### config.mk
export PLATFORM = sky130hd
export DESIGN_NAME = rgbc_back
export DESIGN_NICKNAME = d
export VERILOG_FILES = /design/src/hdl/rgbc_pkg.sv /design/src/hdl/rgbc_back.sv
export SDC_FILE = /design/constraint.sdc
export NUM_CORES = 1
export LEC_CHECK = 0
export ABC_AREA = 1
export BUFFER_PORTS_ARGS = -buffer_cell sky130_fd_sc_hd__buf_2
export CORE_ASPECT_RATIO = 1.4
export CORE_UTILIZATION = 43
export CTS_BUF_LIST = sky130_fd_sc_hd__clkbuf_16
export DETAILED_ROUTE_END_ITERATION = 6
export GPL_ROUTABILITY_DRIVEN = 0
export PLACE_DENSITY = 0.63
export SLEW_MARGIN = 10
export SYNTH_ARGS = -nofsm -noshare
export SYNTH_HDL_FRONTEND = slang
export SYNTH_SLANG_ARGS = --single-unit
### constraint.sdc
create_clock -name clk_i -period 17.5 [get_ports clk_i]
set_clock_uncertainty 0.15 [all_clocks]
set_input_delay 2.625 -clock clk_i [delete_from_list [all_inputs] [get_ports clk_i]]
set_output_delay 2.625 -clock clk_i [all_outputs]
set_load 0.05 [all_outputs]
### src/hdl/rgbc_pkg.sv
// Shared types and constants for the 3x3 RGB convolution block.
package rgbc_pkg;
  localparam int unsigned PIX_BITS = 24;
  localparam int unsigned SUM_BITS = 21;
  localparam logic [7:0]  PIX_MAX  = 8'd255;

  localparam logic [2:0] REG_KTOP = 3'd0;
  localparam logic [2:0] REG_KMID = 3'd1;
  localparam logic [2:0] REG_KBOT = 3'd2;
  localparam logic [2:0] REG_DIV  = 3'd3;
  localparam logic [2:0] REG_WID  = 3'd4;
  localparam logic [2:0] REG_HGT  = 3'd5;

  // Job from the front part to the back part.
  typedef struct packed {
    logic                filt;  // run the kernel on the window
    logic [8:0][PIX_BITS-1:0] win;
    logic                done;
    logic                last;
  } job_t;
endpackage

### src/hdl/rgbc_back.sv
// Back part: kernel MAC, serial divide, clamp, output register.
module rgbc_back #(
  parameter int unsigned COEF_BITS = 8
) (
  input  logic           clk_i,
  input  logic           rst_ni,
  input  logic           job_valid_i,
  output logic           job_ready_o,
  input  rgbc_pkg::job_t job_i,
  input  logic [71:0]    kern_i,
  input  logic [11:0]    div_i,
  output logic           out_valid_o,
  input  logic           out_ready_i,
  output logic [25:0]    out_o
);
  import rgbc_pkg::*;
  localparam logic [2:0] ST_IDLE = 3'd0;
  localparam logic [2:0] ST_MAC  = 3'd1;
  localparam logic [2:0] ST_DIV  = 3'd2;
  localparam logic [2:0] ST_CLP  = 3'd3;
  localparam logic [2:0] ST_OUT  = 3'd4;

  logic [2:0] st_q, st_d;
  job_t job_q;
  logic [3:0] tap_q;
  logic [1:0] ch_q;
  logic [4:0] bit_q;
  logic signed [SUM_BITS-1:0] sum_q;
  logic [SUM_BITS-1:0] quo_q, rem_q, mag;
  logic [11:0] dmag;
  logic neg;
  logic [23:0] res_q;
  logic [25:0] out_q;
  logic signed [COEF_BITS-1:0] cf;
  logic signed [8:0] px;
  logic signed [SUM_BITS-1:0] prod;
  logic signed [11:0] dv;
  logic [SUM_BITS:0] trial;
  logic signed [SUM_BITS:0] q_s;
  logic [7:0] clp;

  always_comb begin
    cf = COEF_BITS'(kern_i[tap_q*8 +: 8]);
    px = $signed({1'b0, job_q.win[tap_q][ch_q*8 +: 8]});
    prod = SUM_BITS'(px * cf);
    dv = (div_i == '0) ? 12'sd1 : $signed(div_i);
    // -2048 has a magnitude of 2048, so the magnitude keeps all 12 bits
    dmag = dv[11] ? 12'(-dv) : {1'b0, dv[10:0]};
    neg = sum_q[SUM_BITS-1] ^ dv[11];
    mag = sum_q[SUM_BITS-1] ? SUM_BITS'(-sum_q) : SUM_BITS'(sum_q);
    trial = {rem_q, quo_q[SUM_BITS-1]} - (SUM_BITS+1)'(dmag);
    q_s = neg ? -$signed({1'b0, quo_q}) : $signed({1'b0, quo_q});
    clp = (q_s < 0) ? 8'd0 : (q_s > $signed({14'd0, PIX_MAX})) ? PIX_MAX : q_s[7:0];
  end

  assign job_ready_o = (st_q == ST_IDLE);
  assign out_valid_o = (st_q == ST_OUT);
  assign out_o = out_q;

  always_ff @(posedge clk_i) begin
    unique case (st_q)
      ST_IDLE: if (job_valid_i) begin
        job_q <= job_i; tap_q <= '0; ch_q <= '0; sum_q <= '0;
      end
      ST_MAC: begin
        sum_q <= sum_q + prod;
        tap_q <= tap_q + 4'd1;
        if (tap_q == 4'd8) begin
          quo_q <= '0; rem_q <= '0; bit_q <= '0;
        end
      end
      ST_DIV: begin
        if (bit_q == 5'd0) quo_q <= mag;
        else begin
          if (!trial[SUM_BITS]) begin
            rem_q <= trial[SUM_BITS-1:0];
            quo_q <= {quo_q[SUM_BITS-2:0], 1'b1};
          end else begin
            rem_q <= {rem_q[SUM_BITS-2:0], quo_q[SUM_BITS-1]};
            quo_q <= {quo_q[SUM_BITS-2:0], 1'b0};
          end
        end
        bit_q <= bit_q + 5'd1;
      end
      ST_CLP: begin
        res_q[ch_q*8 +: 8] <= clp;
        ch_q <= ch_q + 2'd1; tap_q <= '0; sum_q <= '0;
      end
      ST_OUT: ;
      default: ;
    endcase
    // border jobs go straight from idle, so take them from the job input
    if (st_d == ST_OUT && st_q != ST_OUT) begin
      if (st_q == ST_IDLE) out_q <= {job_i.last, job_i.done, job_i.win[4]};
      else out_q <= {job_q.last, job_q.done, clp, res_q[15:0]};
    end
  end

  always_comb begin
    st_d = st_q;
    unique case (st_q)
      ST_IDLE: if (job_valid_i) st_d = job_i.filt ? ST_MAC : ST_OUT;
      ST_MAC:  if (tap_q == 4'd8) st_d = ST_DIV;
      ST_DIV:  if (bit_q == 5'(SUM_BITS)) st_d = ST_CLP;
      ST_CLP:  st_d = (ch_q == 2'd2) ? ST_OUT : ST_MAC;
      ST_OUT:  if (out_ready_i) st_d = ST_IDLE;
      default: st_d = ST_IDLE;
    endcase
  end

  always_ff @(posedge clk_i or negedge rst_ni) begin
    if (!rst_ni) st_q <= ST_IDLE;
    else st_q <= st_d;
  end
endmodule

Word-level counts from Yosys, hierarchy flattened
Cells that the tools add are included.

Bits in registers: 345. Input bits: 307. Output and inout bits: 28. Logic and storage cells: 94.

Add/sub/neg operators: 9. Multiply operators: 1. $lt $le $gt $ge: 3. Eq/ne operators: 12. Shifts and indexed selects: 4. Mux-type cells: 32. Bitwise logic cells: 1. Reductions and logical operators: 12.

Operator list (number): 21-bit two-way mux (6); 24-bit binary-select mux with 4-bit select (1); 21-bit one-hot mux with 2 select lines (2); 72-bit by 8-bit variable part select with 8-bit output (1); 21-bit one-hot mux with 3 select lines (1); 5-bit negation with 34-bit output (1); 8-bit by 34-bit variable shift with 24-bit output, first input constant (1); 8-bit by 34-bit variable part select with 24-bit output (1); 26-bit two-way mux (1); 24-bit bitwise mux (1); 12-bit two-way mux (2); 24-bit two-way mux (1); 24-bit by 6-bit variable part select with 8-bit output (1); 22-bit by 9-bit greater-than comparator with 1-bit output, second input constant (1); 22-bit by 1-bit less-than comparator with 1-bit output, second input constant (1); 22-bit two-way mux (1); 21-bit negation with 22-bit output (1); 22-bit by 12-bit subtractor with 22-bit output (1); 21-bit by 17-bit adder with 21-bit output (1); 21-bit negation (1); 3-bit two-way mux (6); 9-bit by 8-bit multiplier with 17-bit output (1); 8-bit two-way mux (2); 3-bit one-hot mux with 5 select lines (1); 29 further kinds (37).

Longest topological paths before layout
Gate-level depths: netlist of the first run.

Depth after elaboration: 9. Mapped depth: 32. Mapped depth without buffers: 30.

Worst setup path before layout of the first run
No wires, ideal clock.

Kind: input port to flip-flop. From: input job_valid_i. To: register out_q[0], in the netlist out_o[0], enable pin. Library setup time: 0.418 ns. Arrival time: 14.049 ns. Data required time: 16.932 ns. Path slack: 2.884 ns. Stages on the path: 4. Path buffers: 0. Cell sequence: nand3_1 -> nor2_1 -> nand2_1 -> a21oi_1.

Word-level cells in the longest chain between the ends: 4.

Ends and longest elaborated chain: start, declared (RTL line rgbc_back.sv:7) `input logic job_valid_i,`; 3-bit two-way mux (RTL line rgbc_back.sv:102) `ST_IDLE: if (job_valid_i) st_d = job_i.filt ? ST_MAC : ST_OUT;`; 3-bit one-hot mux with 5 select lines (RTL line rgbc_back.sv:101) `unique case (st_q)`; 3-bit == test (RTL line rgbc_back.sv:93) `if (st_d == ST_OUT && st_q != ST_OUT) begin`; 1-bit logical AND (RTL line rgbc_back.sv:93); end signal, assigned (RTL line rgbc_back.sv:94) `if (st_q == ST_IDLE) out_q <= {job_i.last, job_i.done, job_i.win[4]};`; end signal, assigned (RTL line rgbc_back.sv:95) `else out_q <= {job_q.last, job_q.done, clp, res_q[15:0]};`; end, declared (RTL line rgbc_back.sv:33) `logic [25:0] out_q;`.

No other way between the ends. A chain may end at the register's enable or synchronous reset.

Worst setup path after layout of the first run
From: register ch_q[0]. To: register sum_q[16], data pin.

Word-level cells in the longest chain between the ends: 4.

Ends and longest elaborated chain: start, declared (RTL line rgbc_back.sv:26) `logic [1:0] ch_q;`; start signal, assigned (RTL line rgbc_back.sv:63) `job_q <= job_i; tap_q <= '0; ch_q <= '0; sum_q <= '0;`; start signal, assigned (RTL line rgbc_back.sv:87) `ch_q <= ch_q + 2'd1; tap_q <= '0; sum_q <= '0;`; 24-bit by 6-bit variable part select with 8-bit output (RTL line rgbc_back.sv:44) `px = $signed({1'b0, job_q.win[tap_q][ch_q*8 +: 8]});`; 9-bit by 8-bit multiplier with 17-bit output (RTL line rgbc_back.sv:45) `prod = SUM_BITS'(px * cf);`; 21-bit by 17-bit adder with 21-bit output (RTL line rgbc_back.sv:66) `sum_q <= sum_q + prod;`; 21-bit one-hot mux with 3 select lines (RTL line rgbc_back.sv:61) `unique case (st_q)`; end signal, assigned (RTL line rgbc_back.sv:66); end, declared (RTL line rgbc_back.sv:28) `logic signed [SUM_BITS-1:0] sum_q;`.

No other way between the ends.

==> impl_metrics.csv, run 1 <==
group,metric,value,unit
worst_setup_path,crit_required,17.66,ns
timing,setup_viol,0,
cells_and_area,layout_common_cells,"334 x edfxtp_1, 334 x buf_2, 319 x nor2_1",
yosys,syn_area_per_cell,9.65,um2
timing,tns,0,ns
timing,slew_headroom,21.5,%
worst_setup_path,critical_path_class,"reg2reg",
timing,period_share,47.2,%
place,io_buffer_count,334,
route,dr.pass1.iters,6,
grt,grt_overflow,0,
worst_setup_path,worst_path_max_delay_cell,"clkinv_1",
clock_network,numCtsBuffers,37,
grt,grt_usage,25.1,%
timing,worst_pin_slew,1.18,ns
grt,grt_use_met2,43.4,%
clock_network,clk_path_buf_depth,3,
worst_setup_path,cp_num_buf_inv,4,
timing,drv_slew,0,
place,hpwl,43300,um
clock_network,clkTransAtPathRegs,0.07,ns
clock_network,clock-sinks,337,
yosys,synth-seq-area-share,51.4,%
floorplan,fp.coreArea,45100,um2
grt,gr-usage-met1,30.7,%
clock_network,cts_resized,0,
worst_setup_path,r2r.worst_path.cells,24,
worst_setup_path,cp_cell_sequence,"clkinv_1 > nand3_1 > a21oi_1 > o21ai_1 > a21boi_0 > fa_1 > inv_1 > fa_1 > inv_1 > fa_1 > fa_1 > fa_1 > ha_1 > nand3_1 > nand3_1 > inv_1 > nor2_1 > nor2_1 > o21ai_0 > a21oi_1 > o21ai_0 > nand2_1 > nand2_1 > nor2_1",
worst_setup_path,critPathArrivalTime,8.42,ns
route,drtIter0Drc,1416,
floorplan,io_pins,335,
yosys,synthArstFlopShare,0.890,%
grt,grt_max_degree,82,
clock_network,cts_htree_levels,2,
floorplan,start_util,43.6,%
yosys,synth_edf_count,334,
yosys,ys_types,49,
timing,max_clock_freq,121,MHz
min_path,hp-class,"reg2reg",
cells_and_area,drive_gt1_share,18.3,%
yosys,ys_warn_count,0,
worst_setup_path,reg2reg_from,"ch_q[0]",
route,routed_wl,58200,um
worst_setup_path,rrSetupSlack,9.24,ns
route,route.detailed.drc,0,
grt,antenna_found_initial,16,
yosys,synthFlopType,"edfxtp_1",
worst_setup_path,crit_fanout,21,
worst_setup_path,crit_top_cell,"fa_1",
grt,grt_busiest_layer,"met2",
min_path,hold_depth,2,
job,cap_viol_max_count,0,
floorplan,fp-row-count,92,
worst_setup_path,worstReg2RegEnd,"sum_q[16]",
clock_network,hold_buffers,0,
clock_network,clk_latency,0.55,ns
route,antenna_left,0,
timing,finalHoldViolCount,0,
outcome,status,"complete, no violations",
worst_setup_path,cp_top_family,"adder cells",
cells_and_area,area_growth,17.0,%
timing,period_needed,8.26,ns
grt,grt_pass1_vias,16100,
yosys,syn_nets,2486,
grt,grt_pass1_wl,89500,um
floorplan,die_area,46600,um2
yosys,syn_inst,2038,
worst_setup_path,cp-end-kind,"flip-flop",
route,avgRoutedWirePerCell,19.4,um
yosys,synth_area,19700,um2
clock_network,cts_tree,"yes",
cells_and_area,fin_nets,2795,
floorplan,die_h,255,um
worst_setup_path,slowest_delay,1.06,ns
clock_network,cts_setup_buffers,0,
clock_network,cts.root.buffer_cell,"clkbuf_16",
min_path,min_from,"job_q[0]",
route,via_count,16200,
worst_setup_path,critical_path.startpoint,"ch_q[0]",
grt,met3_usage,4.54,%
route,viasPerCell,5.40,
worst_setup_path,cp-start-kind,"flip-flop",
min_path,min_to,"out_o[25]",
yosys,synth.ff_latch_count,337,
timing,rsz0062_at_grt,"false",
floorplan,die_w,183,um
==> state kept, by name (all words and copies together), names as in the netlist <==
register	flops
sum_q	21
rem_q	21
out_o	26
bit_q	5
st_q	3
ch_q	2
tap_q	4
job_q	218
res_q	16
quo_q	21
==> per-stage QoR <==
step                      instances  worst slack [ns]  utilization (%)  cell area [um2]  hold slack, ns
after floorplan                2038              2.88                -            19700           0.337
after global placement         2919              9.04             48.4            21800           0.351
after detailed placement       2919              8.97             48.4            21800           0.356
after CTS                      2983              9.34             50.9            23000           0.374
after global routing           2994              8.88             51.0            23000           0.412
final                          3000              9.24             51.0            23000           0.373
==> synth_stat cells (3+ instances only) <==
library cell,n,area share (%)
a21boi_0,27,1.0
a21oi_1,94,2.4
buf_2,23,0.59
buf_4,13,0.50
buf_6,4,0.23
clkbuf_1,36,0.69
clkinv_1,4,0.076
dfrtp_1,3,0.38
edfxtp_1,334,51
fa_1,53,5.4
ha_1,88,5.6
inv_1,201,3.8
inv_2,5,0.095
nand2_1,315,6.0
nand2_2,5,0.16
nand3_1,86,2.2
nand4_1,19,0.60
nor2_1,320,6.1
nor2_2,6,0.19
nor3_1,17,0.43
nor4_1,4,0.13
o211ai_1,39,1.5
o21ai_0,200,5.1
o21ai_1,14,0.36
o21ai_2,8,0.36
o221ai_1,40,1.8
o22ai_1,4,0.13
or2_2,3,0.095
xnor2_1,17,0.76
xor2_1,28,1.2
==> worst reg2reg max path, cell delays in order (launching register included) <==
cell,delay [ns]
edfxtp_1,0.97
clkinv_1,1.06
nand3_1,0.50
a21oi_1,0.16
o21ai_1,0.51
a21boi_0,0.25
fa_1,0.57
inv_1,0.05
fa_1,0.47
inv_1,0.05
fa_1,0.50
fa_1,0.59
fa_1,0.43
ha_1,0.36
nand3_1,0.09
nand3_1,0.07
inv_1,0.06
nor2_1,0.10
nor2_1,0.07
o21ai_0,0.36
a21oi_1,0.17
o21ai_0,0.26
nand2_1,0.10
nand2_1,0.08
nor2_1,0.04
==> logic make-up after synthesis <==
kind of cell / after synthesis / share of synthesized area [%]
xor gates and xnor gates: 45 / 2.00
AOI/OAI and AO/OA: 443 / 13.3
buffers and inverters: 291 / 6.13
and+or+nand+nor: 781 / 16.2
DFF: 337 / 51.4
adders and majority gates: 141 / 11.0
==> how the worst max path moves through the flow <==
| stage | to | slack [ns] | cells after the start |
|---|---|---|---|
| final | sum_q[16] | 9.24 | 24 |
| after global routing | sum_q[16] | 8.88 | 25 |
| after CTS | sum_q[16] | 9.34 | 24 |
| after detailed placement | sum_q[16] | 8.97 | 26 |
| after global placement | sum_q[16] | 9.04 | 26 |
| after floorplan | out_o[0] | 2.88 | 4 |
==> area by class of cell <==
cell class / instances / area, um2
Antenna cell: 17 / 42.5
Clock buffer: 37 / 926
Clock inverter: 27 / 203
Fill cell: 4251 / 22100
Inverter: 212 / 803
Multi-Input combinational cell: 1410 / 8380
Sequential cell: 337 / 10100
Tap cell: 611 / 764
Timing Repair Buffer: 349 / 1780
==> per-layer routing <==
layer	part of all wire (%)	up-vias
met1	39	7736
met3	7.4	126
met2	49	629
met5	0.017	-
li1	-	7693
met4	3.9	2
Power of run 1 is left out: the tool's default activity adds up to more than one toggle a clock period on the data nets, which glitch-free logic cannot reach.
==> run 2, diff against run 1 <==
--- a/config.mk
+++ b/config.mk
@@ -5,7 +5,7 @@
 export SDC_FILE = /design/constraint.sdc
 export NUM_CORES = 1
 export LEC_CHECK = 0
-export ABC_AREA = 1
+export ABC_AREA = 0
 export BUFFER_PORTS_ARGS = -buffer_cell sky130_fd_sc_hd__buf_2
 export CORE_ASPECT_RATIO = 1.4
 export CORE_UTILIZATION = 43
==> constraint.sdc (replaced) <==
create_clock -name clk_i -period 8.1 [get_ports clk_i]
set_clock_uncertainty 0.15 [all_clocks]
set_input_delay 1.215 -clock clk_i [delete_from_list [all_inputs] [get_ports clk_i]]
set_output_delay 1.215 -clock clk_i [all_outputs]
set_load 0.05 [all_outputs]
==> run 2 against run 1 <==
Against the previous run: the run now ends with design-rule violations left; routed wire length fell by 19%; sequential share of layout area rose by 1.4 points; maximum frequency rose by 8.6%; non-clock buffer count rose by 12; critical path depth fell by 3; design area fell by 3.0%; flip-flop and latch count did not move; critical endpoint is now sum_q[20].
==> impl_metrics.csv, run 2 <==
group,metric,value,unit
floorplan,die_area,44800,um2
cells_and_area,drive_gt1_share,28.1,%
floorplan,die_h,250,um
route,avgRoutedWirePerCell,20.2,um
worst_setup_path,reg2reg_from,"tap_q[0]",
place,io_buffer_count,334,
route,route.detailed.drc,16,
min_path,hp-class,"in2async",
place,hpwl,36300,um
yosys,synth_area,18900,um2
clock_network,numCtsBuffers,34,
yosys,ys_warn_count,0,
route,antenna_left,0,
timing,setup_viol,0,
route,viasPerCell,5.42,
place,place_inst,2280,
cells_and_area,fin_nets,2212,
cells_and_area,register_area,10100,um2
floorplan,fp.coreArea,43200,um2
floorplan,fp-row-count,90,
worst_setup_path,worstReg2RegEnd,"sum_q[20]",
outcome,violations,"design-rule violations",
timing,worst_pin_slew,1.29,ns
job,cap_viol_max_count,0,
outcome,status,"finished with violations",
timing,max_clock_freq,131,MHz
clock_network,cts_tree,"yes",
cells_and_area,num-fill-cells,3742,
grt,antenna_found_initial,9,
worst_setup_path,slowest_delay,0.63,ns
grt,grt_pass1_vias,13400,
yosys,synthSimpleGateAreaFrac,10.8,%
floorplan,die_w,179,um
clock_network,cts.root.buffer_cell,"clkbuf_16",
yosys,synthTopCellsByArea,"edfxtp_1 53%, mux4_2 8.1%, ha_1 5.8%, fa_1 5.6%, nor2_1 2.8%",
yosys,synth_top_family_by_area,"adder cells",
yosys,yosysTopAreaCell,"edfxtp_1",
worst_setup_path,r2r.worst_path.cells,21,
cells_and_area,multiInputGateArea,8140,um2
grt,grt_overflow,0,
timing,tns,0,ns
yosys,synthFlopType,"edfxtp_1",
worst_setup_path,crit_fanout,35,
yosys,synthXorXnorAreaFrac,3.15,%
grt,grt_pass1_wl,73500,um
cells_and_area,layoutNonFillerInstCount,2347,
yosys,ys_types,77,
worst_setup_path,critPathArrivalTime,7.82,ns
clock_network,clk_path_buf_depth,3,
yosys,synth_compound_area_share,7.06,%
route,drtIter0Drc,739,
timing,slew_headroom,13.6,%
grt,grt_usage,21.7,%
timing,drv_slew,0,
yosys,synth.most_common_cell,"edfxtp_1",
worst_setup_path,cp_cell_sequence,"buf_12 > mux4_1 > mux4_2 > a221oi_4 > nor2_1 > fa_1 > inv_1 > fa_1 > inv_1 > fa_1 > fa_1 > fa_1 > ha_1 > a21oi_1 > o211a_1 > o21ai_0 > nand3_1 > nand2_1 > o211a_1 > or3b_2 > a21oi_1",
yosys,synth.ff_latch_count,337,
route,via_count,12700,
route,dr.pass1.iters,7,
worst_setup_path,critical_path_class,"reg2reg",
worst_setup_path,crit_required,8.31,ns
yosys,synth_fa_ha_area_share,11.5,%
worst_setup_path,worst_path_max_delay_cell,"mux4_1",
yosys,syn_area_per_cell,13.3,um2
yosys,syn_nets,1870,
yosys,ys_top_cells_by_count,"334 x edfxtp_1, 139 x nor2_1, 128 x nand2_1, 90 x inv_1, 88 x ha_1",
timing,period_share,93.9,%
yosys,synth_edf_count,334,
cells_and_area,layout_common_cells,"334 x edfxtp_1, 334 x buf_2, 138 x nor2_1",
clock_network,cts_htree_levels,2,
worst_setup_path,cp-end-kind,"flip-flop",
cells_and_area,largest_reg_flops,218,
cells_and_area,regMostFlops,"job_q",
grt,grt_max_degree,131,
floorplan,start_util,43.7,%
yosys,syn_inst,1422,
yosys,synthMuxAreaShare,10.4,%
timing,rsz0062_at_grt,"false",
clock_network,clock-sinks,337,
clock_network,clk_latency,0.54,ns
worst_setup_path,rrSetupSlack,0.49,ns
worst_setup_path,cp-start-kind,"flip-flop",
worst_setup_path,crit_top_cell,"fa_1",
clock_network,clkTransAtPathRegs,0.06,ns
floorplan,io_pins,335,
yosys,synthArstFlopShare,0.890,%
timing,finalHoldViolCount,0,
yosys,synth-seq-area-share,53.5,%
timing,period_needed,7.61,ns
route,routed_wl,47300,um
cells_and_area,area_growth,18.2,%
yosys,synth_top_area_share,53.1,%
run 2: final cells by class:
type	count	area share (%)
diodes	8	0.0897
clock buffers	35	3.92
clock inverters	24	1.09
inverters	91	1.56
multi-input cells	939	36.5
flip-flops and latches	337	45.3
well taps	552	3.09
repair buffers	361	8.51
run 2: critical path, delay by kind of cell (launching register included):
kind | cells | cell delay (ns)
buf+inv | 3 | 0.42
compound gates | 6 | 1.49
flops | 1 | 0.57
simple gates | 4 | 0.81
fa+ha+maj | 6 | 2.78
mux | 2 | 1.15
run 2: metal layers:
layer	global-route usage (%)	vias to the layer above	routed length, um
met5	0	-	51
met4	8.86	8	1870
met3	5.15	101	3200
met2	38.0	415	24400
met1	25.2	6245	17800
li1	-	5953	-
run 2: logic make-up after synthesis:
family          after synthesis
buf+inv                     146
compound gates              197
xor+xnor                     68
fa+ha+maj                   141
mux                         105
simple gates                428
flops                       337
run 2: worst max-delay path by stage:
stage | cells past startpoint | end | startpoint | slack [ns]
after floorplan | 21 | sum_q[20] | kern_i[63] | 1.04
after global placement | 23 | sum_q[20] | tap_q[0] | 0.58
after detailed placement | 23 | sum_q[20] | tap_q[0] | 0.43
after CTS | 23 | sum_q[20] | tap_q[0] | 0.39
after global routing | 24 | sum_q[20] | tap_q[0] | 0.03
final | 21 | sum_q[20] | tap_q[0] | 0.49
run 2: metrics by stage:
step	area (um2)	utilization, %	worst slack [ns]	hold slack [ns]
floorplan	18900	-	1.04	0.341
global placement	21200	49.0	0.579	0.349
detailed placement	21200	49.0	0.428	0.352
CTS	22300	51.6	0.386	0.305
global route	22300	51.6	0.0321	0.312
finish	22300	51.6	0.493	0.330
run 2: timing repair:
action / 4_1_cts / 5_1_grt
setup buffers: 0 / 0
resized for setup: 0 / 1
hold buffers: 0 / 0
endpoints found under the setup margin: 0 / 1
Power of run 2 is left out for the same reason.
